## src/design/rgbhsl_pkg.sv

```systemverilog
// Shared types and constants for the RGB to HSL converter.
`default_nettype none
package rgbhsl_pkg;
	localparam int FRACTION_BITS_DEF = 16;
	localparam int FRACTION_BITS_MAX = 24;
	localparam int QUO_W = FRACTION_BITS_MAX + 1;
	localparam int REM_W = FRACTION_BITS_MAX + 12;
	localparam int HDIV_W = 12;
	localparam int SDIV_W = 10;
	localparam int LIGHT_DIV = 1020;

	typedef struct packed {
		logic [7:0] red;
		logic [7:0] green;
		logic [7:0] blue;
	} pixel_t;

	typedef struct packed {
		logic [15:0] hue;
		logic [15:0] saturation;
		logic [15:0] lightness;
	} hsl_t;

	typedef struct packed {
		logic              chroma;
		logic [REM_W-1:0]  rem_h;
		logic [REM_W-1:0]  rem_s;
		logic [REM_W-1:0]  rem_l;
		logic [HDIV_W-1:0] div_h;
		logic [SDIV_W-1:0] div_s;
		logic [QUO_W-1:0]  q_h;
		logic [QUO_W-1:0]  q_s;
		logic [QUO_W-1:0]  q_l;
	} cell_t;
endpackage
`default_nettype wire

```

## src/design/rgbhsl_front.sv

```systemverilog
// Extremes, sector numerator and divider operands for one pixel.
`default_nettype none
module rgbhsl_front #(
	parameter int FRACTION_BITS = rgbhsl_pkg::FRACTION_BITS_DEF
) (
	input  rgbhsl_pkg::pixel_t pix,
	output rgbhsl_pkg::cell_t  ops
);
	import rgbhsl_pkg::*;

	logic [7:0]  hi, lo, d, den;
	logic [8:0]  sum;
	logic [10:0] n;
	logic [10:0] d6;
	logic [REM_W-1:0] dw, sw;

	always_comb begin
		hi = pix.red;
		lo = pix.red;
		if (pix.green > hi) hi = pix.green;
		if (pix.blue > hi) hi = pix.blue;
		if (pix.green < lo) lo = pix.green;
		if (pix.blue < lo) lo = pix.blue;
		sum = {1'b0, hi} + {1'b0, lo};
		d = hi - lo;
		den = (sum <= 9'd255) ? sum[7:0] : 8'(9'd510 - sum);
		d6 = 11'(d) * 11'd6;
		if (hi == pix.red) begin
			if (pix.green >= pix.blue) n = 11'(pix.green - pix.blue);
			else n = d6 - 11'(pix.blue - pix.green);
		end else if (hi == pix.green) begin
			n = (11'(d) << 1) + 11'(pix.blue) - 11'(pix.red);
		end else begin
			n = (11'(d) << 2) + 11'(pix.red) - 11'(pix.green);
		end
		dw = REM_W'(d);
		sw = REM_W'(sum);
		ops.chroma = (hi != lo);
		ops.rem_h = (REM_W'(n) << (FRACTION_BITS + 1)) + REM_W'(d6);
		ops.rem_s = (((dw << FRACTION_BITS) - dw) << 1) + REM_W'(den);
		ops.rem_l = (((sw << FRACTION_BITS) - sw) << 1) + REM_W'(510);
		ops.div_h = HDIV_W'(d6) << 1;
		ops.div_s = SDIV_W'(den) << 1;
		ops.q_h = '0;
		ops.q_s = '0;
		ops.q_l = '0;
	end
endmodule
`default_nettype wire

```

## src/design/rgbhsl_cell.sv

```systemverilog
// One quotient bit of the hue, saturation and lightness dividers.
`default_nettype none
module rgbhsl_cell #(
	parameter int BIT = 0
) (
	input  logic              clk,
	input  logic              arst_n,
	input  logic              in_valid,
	input  rgbhsl_pkg::cell_t in_data,
	input  logic              next_ready,
	output logic              ready,
	output logic              valid,
	output rgbhsl_pkg::cell_t data
);
	import rgbhsl_pkg::*;

	logic       valid_q;
	cell_t      data_q;
	cell_t      nxt;
	logic [REM_W-1:0] sh_h, sh_s, sh_l;
	logic       ge_h, ge_s, ge_l;

	assign ready = !valid_q || next_ready;
	assign valid = valid_q;
	assign data  = data_q;

	always_comb begin
		sh_h = REM_W'(in_data.div_h) << BIT;
		sh_s = REM_W'(in_data.div_s) << BIT;
		sh_l = REM_W'(LIGHT_DIV) << BIT;
		ge_h = in_data.rem_h >= sh_h;
		ge_s = in_data.rem_s >= sh_s;
		ge_l = in_data.rem_l >= sh_l;
		nxt = in_data;
		nxt.rem_h = ge_h ? in_data.rem_h - sh_h : in_data.rem_h;
		nxt.rem_s = ge_s ? in_data.rem_s - sh_s : in_data.rem_s;
		nxt.rem_l = ge_l ? in_data.rem_l - sh_l : in_data.rem_l;
		nxt.q_h = {in_data.q_h[QUO_W-2:0], ge_h};
		nxt.q_s = {in_data.q_s[QUO_W-2:0], ge_s};
		nxt.q_l = {in_data.q_l[QUO_W-2:0], ge_l};
	end

	always_ff @(posedge clk or negedge arst_n) begin
		if (!arst_n) begin
			valid_q <= 1'b0;
		end else if (ready) begin
			valid_q <= in_valid;
		end
	end

	always_ff @(posedge clk) begin
		if (ready && in_valid) begin
			data_q <= nxt;
		end
	end
endmodule
`default_nettype wire

```

## src/design/rgb_to_hsl_converter.sv

```systemverilog
// Top level of the RGB to HSL converter.
// Converts one 8-bit RGB pixel per clock while not stalled to hue, saturation and lightness
// as 16-bit fractions rounded to nearest. Each request passes a chain of FRACTION_BITS+1
// divider cells, one quotient bit per cell, and a new pixel is taken every cycle unless
// a full pipeline is held by result stall. Cells hold their contents on result stall, and
// empty cells keep filling while the output waits.
`default_nettype none
module rgb_to_hsl_converter #(
	parameter int FRACTION_BITS = rgbhsl_pkg::FRACTION_BITS_DEF
) (
	input  logic               clk,
	input  logic               arst_n,
	input  logic               pixel_valid,
	output logic               pixel_stall,
	input  rgbhsl_pkg::pixel_t pixel,
	output logic               result_valid,
	input  logic               result_stall,
	output rgbhsl_pkg::hsl_t   result
);
	import rgbhsl_pkg::*;

	localparam int NCELL = FRACTION_BITS + 1;

	cell_t            front_ops;
	cell_t            cdata [NCELL];
	logic [NCELL-1:0] cvalid;
	logic [NCELL-1:0] cready;
	cell_t            last;
	logic [FRACTION_BITS-1:0] hq, sq, lq;

	rgbhsl_front #(.FRACTION_BITS(FRACTION_BITS)) u_front (
		.pix(pixel),
		.ops(front_ops)
	);

	for (genvar k = 0; k < NCELL; k++) begin : g_cell
		rgbhsl_cell #(.BIT(NCELL - 1 - k)) u_cell (
			.clk       (clk),
			.arst_n    (arst_n),
			.in_valid  ((k == 0) ? pixel_valid : cvalid[(k == 0) ? 0 : k - 1]),
			.in_data   ((k == 0) ? front_ops : cdata[(k == 0) ? 0 : k - 1]),
			.next_ready((k == NCELL - 1) ? !result_stall : cready[(k == NCELL - 1) ? k : k + 1]),
			.ready     (cready[k]),
			.valid     (cvalid[k]),
			.data      (cdata[k])
		);
	end

	assign last         = cdata[NCELL-1];
	assign pixel_stall  = !cready[0];
	assign result_valid = cvalid[NCELL-1];
	assign hq = last.q_h[FRACTION_BITS-1:0];
	assign sq = last.q_s[FRACTION_BITS-1:0];
	assign lq = last.q_l[FRACTION_BITS-1:0];

	always_comb begin
		result.hue        = last.chroma ? 16'(hq) : 16'd0;
		result.saturation = last.chroma ? 16'(sq) : 16'd0;
		result.lightness  = 16'(lq);
	end

	a_empty_accepts: assert property (@(posedge clk) disable iff (!arst_n)
		!cvalid[NCELL-1] |-> !pixel_stall)
		else $error("pipeline stalls input with an empty output cell");
	a_sat_range: assert property (@(posedge clk) disable iff (!arst_n)
		(result_valid && last.chroma) |-> (last.q_s[FRACTION_BITS] == 1'b0))
		else $error("saturation quotient exceeds full scale");
	a_light_range: assert property (@(posedge clk) disable iff (!arst_n)
		result_valid |-> (last.q_l[FRACTION_BITS] == 1'b0))
		else $error("lightness quotient exceeds full scale");
endmodule
`default_nettype wire

```

## config.mk

```make
export PLATFORM = sky130hd
export DESIGN_NAME = rgb_to_hsl_converter
export DESIGN_NICKNAME = d
export VERILOG_FILES = /design/src/design/rgbhsl_pkg.sv /design/src/design/rgbhsl_front.sv /design/src/design/rgbhsl_cell.sv /design/src/design/rgb_to_hsl_converter.sv
export SDC_FILE = /design/constraint.sdc
export NUM_CORES = 2
export LEC_CHECK = 0
export BUFFER_PORTS_ARGS = -buffer_cell sky130_fd_sc_hd__buf_2
export CAP_MARGIN = 5
export CORE_AREA = 5 5 501 503
export DETAILED_ROUTE_END_ITERATION = 10
export DIE_AREA = 0 0 506 508
export MAX_ROUTING_LAYER = met4
export PLACE_DENSITY = 0.69
export SYNTH_ARGS = -nofsm -noshare
export SYNTH_HDL_FRONTEND = slang
export SYNTH_SLANG_ARGS = --single-unit
```

## constraint.sdc

```tcl
create_clock -name clk -period 16.7 [get_ports clk]
set_input_delay 1.67 -clock clk [delete_from_list [all_inputs] [get_ports clk]]
set_output_delay 1.67 -clock clk [all_outputs]
set_load 0.005 [all_outputs]
```

# Yosys cells after proc, flatten, opt, wreduce, memory -nomap -nowiden

Index checks and enable logic that the tools add are counted.

Input bits: 28
Bits in registers: 2458
Output and inout bits: 50

$mul: 1
Order comparisons: 57
Muxes and demuxes: 58
Add/subtract/negate cells: 63
Reductions and logical operators: 53
Equality and inequality tests: 3

Operator list:

| cell             | count |
|---|---|
| $mux 36          | 48 |
| $ge 36x12->1     | 2 |
| $ge 36x13->1     | 2 |
| $ge 36x14->1     | 2 |
| $ge 36x15->1     | 2 |
| $ge 36x16->1     | 2 |
| $ge 36x17->1     | 2 |
| $ge 36x18->1     | 2 |
| $ge 36x19->1     | 2 |
| $ge 36x20->1     | 2 |
| $ge 36x21->1     | 2 |
| $ge 36x22->1     | 2 |
| $ge 36x23->1     | 2 |
| $ge 36x24->1     | 2 |
| $ge 36x25->1     | 2 |
| $sub 36x13->36   | 2 |
| $sub 36x14->36   | 2 |
| $sub 36x15->36   | 2 |
| $sub 36x16->36   | 2 |
| $sub 36x17->36   | 2 |
| $sub 36x18->36   | 2 |
| $sub 36x19->36   | 2 |
| $sub 36x20->36   | 2 |
| $sub 36x21->36   | 2 |
| 75 further kinds | 141 |

# Longest topological paths before layout

Depth in word-level cells: 19
Gate-level depth with buffers: 54
Gate-level depth less buffers: 49

# Modules after synthesis

Synthesis repeated with hierarchy kept, for this count alone.

Cells, all modules: 11459
Area total of the unflattened synthesis: 159322.8 µm²

By module, submodules not included:

| module                           | seq. area each (µm²) | cells each | area each (µm²) | times used |
|---|---|---|---|---|
| rgbhsl_cell at g_cell[15].u_cell | 6211.0               | 693        | 9421.5          | 1 |
| rgbhsl_cell at g_cell[14].u_cell | 6211.0               | 695        | 9366.5          | 1 |
| rgbhsl_cell at g_cell[13].u_cell | 6211.0               | 669        | 9306.4          | 1 |
| rgbhsl_cell at g_cell[16].u_cell | 6211.0               | 670        | 9297.7          | 1 |
| rgbhsl_cell at g_cell[12].u_cell | 6211.0               | 653        | 9207.6          | 1 |
| rgbhsl_cell at g_cell[9].u_cell  | 6211.0               | 624        | 9086.2          | 1 |
| rgbhsl_cell at g_cell[11].u_cell | 6211.0               | 638        | 9056.2          | 1 |
| rgbhsl_cell at g_cell[10].u_cell | 6211.0               | 628        | 8962.3          | 1 |
| rgbhsl_cell at g_cell[8].u_cell  | 6211.0               | 611        | 8842.2          | 1 |
| rgbhsl_cell at g_cell[7].u_cell  | 6211.0               | 588        | 8803.4          | 1 |
| rgbhsl_cell at g_cell[6].u_cell  | 6211.0               | 583        | 8749.6          | 1 |
| rgbhsl_cell at g_cell[5].u_cell  | 6211.0               | 588        | 8707.1          | 1 |
| rgbhsl_cell at g_cell[4].u_cell  | 6211.0               | 573        | 8662.1          | 1 |
| rgbhsl_cell at g_cell[3].u_cell  | 6211.0               | 563        | 8587.0          | 1 |
| +5 rows                          | n/a                  | n/a        | n/a             | n/a |

# Worst setup path before layout

No wires, ideal clock.

Path type: in2reg
From: in result_stall
To: reg g_cell[8].u_cell.data_q (netlist bit g_cell[8].u_cell.data[0]), enable pin
Slack: 3.592 ns
Setup time: 0.850 ns
Stages: 6
Buffers on the path: 0
Data required time: 15.850 ns
Arrival: 12.258 ns
Cells stage by stage: nand4_1 > inv_1 > and3_1 > nand3_1 > nor2_1 > a21boi_0

Word-level cells in the longest chain between the ends: 11

Ends and longest elaborated chain:

| element                       | line                       | text |
|---|---|---|
| start, declared               | rgb_to_hsl_converter.sv:17 | `input logic result_stall,` |
| $logic_not 1->1               | rgb_to_hsl_converter.sv:42 | `.next_ready((k == NCELL - 1) ? !result_stall : cready[(k == NCELL - 1) ? k : k + 1]),` |
| $logic_or 1x1->1 (9 in a row) | rgbhsl_cell.sv:23          | `assign ready = !valid_q \|\| next_ready;` |
| $logic_and 1x1->1             | rgbhsl_cell.sv:52          | `if (ready && in_valid) begin` |
| end signal, assigned          | rgbhsl_cell.sv:53          | `data_q <= nxt;` |
| end, declared                 | rgbhsl_cell.sv:18          | `cell_t data_q;` |

Every way passes these cells.
A chain may end at the register's enable or synchronous reset.

==> run metrics <==
Reg area 0.0675 sq mm; worst path required time 17.28 ns; area of placed instances 0.114 sq mm; async set-reset flop share out of synthesis 0.00755; Layout fillers 20800; Setup crit end kind flip-flop; #FFs+latches synth 2252; Leak 43.6 nW; Sw Pwr 8.05 mW; Reg2Reg Launch Point g_cell[4].u_cell.data[133]; PostCTS Resize Cnt 0; setup violators final 0; GRT Util Overall 0.154; Die H 508 um; DRT iter0 DRCs 3234; fmax 75.8 MHz; vias in the first global route 65000; Syn Inst Count 8771; synthesis-to-finish area growth 10.1%; Seq pwr share 0.413; DP HPWL 147000 um; Worst Setup SP pixel[9]; slew margin rel. 0.164; Worst-path clk slew 0.06 ns; Top FF cell, synth edfxtp_1; final slew viol count 0; design area 0.121 sq mm; TritonCTS clock tree built; worst skew pair latency 0.83 ns; root buffer cell clkbuf_16; cell row count 182; pre-CTS setup slack 2.59 ns; PnR worst setup slack 3.51 ns; First-pass DRT Iterations 6; run status finished clean; Setup TNS 0 ns; syn nets 9293; R2R Setup Slk 12.13 ns; crit path to g_cell[0].u_cell.data[156]; Die W 506 um; synth warn 0; final hold violation count 0; Internal 15.1 mW; Worst R2R End g_cell[5].u_cell.data[168]; core box area 0.245 sq mm; Post-synth EDFFs 2235; peak fanout along the critical path 14; Clk pwr share 0.203; final core occ 0.494; largest net degree at the start of global routing 138; Tmin final 13.19 ns; Max Buffers Root-to-Sink 3; I/O Pins 78; Syn Area/Cell 12.5 sq um; hold_buf cts 0; drt drc 0; CTS H-tree depth 4; clock sink count 2252; first-pass GRT wire length 322000 um; clk_skew 0.0215 ns; WL per Instance 15.6 um; synth unique cells 112; RSZ-0062 raised after global routing false; Worst Tran Pin Value 1.25 ns; GPL Wtd Cong 0.895; Peak VDD IR 0.197 mV; critical path launch point type input pin; Arr. time, crit path 13.76 ns; antenna-violating nets left 0; Worst Hold Class reg2reg; Nets 9477; port buffer count 77; Starting Density 0.448; Vias 63900; critical path class in2reg; R2R depth 14; Routed WL 193000 um; antenna violations before repair 7; Num CTS Buffers 216; sequential share of the synthesized area 0.614; Power Total 23.2 mW; area of the multi-input gates 0.0396 sq mm; Overflow after GRT 0; fin crit share 0.790; Worst path slowest cell a21oi_2; Die ar. 0.257 sq mm; vias per inst 5.17; maxcap violations 0; power density over the cells 191 mW/mm^2; mapped cell area 0.110 sq mm; layout cells sized above 1 0.0657; Post-CTS Setup Inserts 0; largest stage delay on the critical path 0.64 ns; Sw Share 0.347; share of total power in combinational logic 0.385
## synthesized netlist by cell type, types with 45 or more instances
master / number / area (sq um)
inv_1: 604 / 2270
a21o_1: 109 / 818
nor2_1: 645 / 2420
nand3_1: 145 / 726
nor3_1: 344 / 1720
and2_1: 77 / 482
nand2_1: 610 / 2290
a21boi_0: 89 / 668
fa_1: 48 / 961
clkbuf_1: 113 / 424
mux2_2: 45 / 507
xor2_1: 548 / 4800
edfxtp_1: 2235 / 67100
nand4_1: 125 / 782
and3_1: 58 / 363
o31ai_1: 78 / 586
nor4_1: 226 / 1410
xnor2_1: 535 / 4690
nor2b_1: 107 / 669
o21ai_0: 319 / 1600
a21oi_1: 306 / 1530
or3_1: 139 / 870
mux2i_1: 52 / 521
or4_1: 84 / 631
ha_1: 446 / 5580
or2_2: 48 / 300
nand2b_1: 155 / 970
## cell type report
cell class	instances	share of cell area
Clock inverter	125	0.0101
Inverter	608	0.0189
Sequential cell	2252	0.557
Antenna cell	4	0.0000826
Multi-Input combinational cell	5756	0.327
Timing Repair Buffer	121	0.00614
Tap cell	3220	0.0333
Clock buffer	274	0.0470
## layer usage
layer  up-vias  track usage  part of all wire  routed length (um)
met5         -            -                 0                   0
met4         0       0.0542             0.032                6220
li1      32500            -                 -                   -
met3       437       0.0202             0.028                5440
met1     30100        0.178              0.42               81800
met2       932        0.277              0.52               99300
## per-stage QoR
stage / hold slack [ns] / instances
after global routing: 0.411 / 12400
after floorplan: 0.400 / 8771
after global placement: 0.400 / 12000
final: 0.407 / 12400
after CTS: 0.413 / 12400
after detailed placement: 0.405 / 12000
## state kept, by name, summed over array words and instances, names as in the netlist
name and flops:
g_cell.u_cell.data 2235, g_cell.u_cell.valid 17
## critical path: cells and delay by family
family,cells,cell delay (ns)
AOI/OAI and AO/OA,18,4.67
xor gates and xnor gates,2,0.45
adders and majority gates,5,1.94
buffers and inverters,7,1.51
muxes,1,0.37
and+or+nand+nor,16,3.13
## worst min path at each step
| stage | startpoint | depth (start not counted) | slack [ns] | to |
|---|---|---|---|---|
| CTS | g_cell[5].u_cell.data[53] | 0 | 0.41 | g_cell[6].u_cell.data[54] |
| finish | g_cell[9].u_cell.data[57] | 0 | 0.41 | g_cell[10].u_cell.data[58] |
| global route | g_cell[10].u_cell.data[25] | 0 | 0.41 | g_cell[11].u_cell.data[26] |
| global placement | g_cell[11].u_cell.data[10] | 0 | 0.40 | g_cell[12].u_cell.data[11] |
| detailed placement | g_cell[9].u_cell.data[26] | 0 | 0.40 | g_cell[10].u_cell.data[27] |
| floorplan | g_cell[9].u_cell.data[0] | 0 | 0.40 | g_cell[10].u_cell.data[1] |
## power by group through the flow
stage | clock, mW | sequential, mW | combinational [mW]
after floorplan | 0 | 9.45 | 7.07
after global placement | 0 | 9.62 | 8.64
after detailed placement | 0 | 9.68 | 8.88
after CTS | 4.84 | 9.57 | 8.95
after global routing | 5.07 | 9.75 | 10.1
final | 4.70 | 9.57 | 8.91
## cells in the final DEF (no fill, tap or decap), types with 103 or more instances in the layout
master | netlist | layout
edfxtp_1 | 2235 | 2235
nor2_1 | 645 | 645
nand2_1 | 610 | 610
inv_1 | 604 | 604
xor2_1 | 548 | 548
xnor2_1 | 535 | 534
ha_1 | 446 | 446
nor3_1 | 344 | 342
o21ai_0 | 319 | 319
a21oi_1 | 306 | 305
nor4_1 | 226 | 224
clkbuf_16 | 0 | 218
nand2b_1 | 155 | 155
nand3_1 | 145 | 145
or3_1 | 139 | 139
nand4_1 | 125 | 125
a21o_1 | 109 | 109
nor2b_1 | 107 | 103
## cells by family (layout without fill, tap and decap cells)
| group | after synthesis | after routing | synth area share |
|---|---|---|---|
| and+or+nand+nor | 2933 | 2933 | 0.137 |
| DFF | 2252 | 2252 | 0.614 |
| AOI/OAI and AO/OA | 1142 | 1142 | 0.0655 |
| xor gates and xnor gates | 1086 | 1086 | 0.0867 |
| buffers and inverters | 763 | 1128 | 0.0272 |
| adders and majority gates | 496 | 496 | 0.0597 |
| muxes | 99 | 99 | 0.00958 |
| other | 0 | 4 | 0 |
Power figures use the tool's default switching activity.
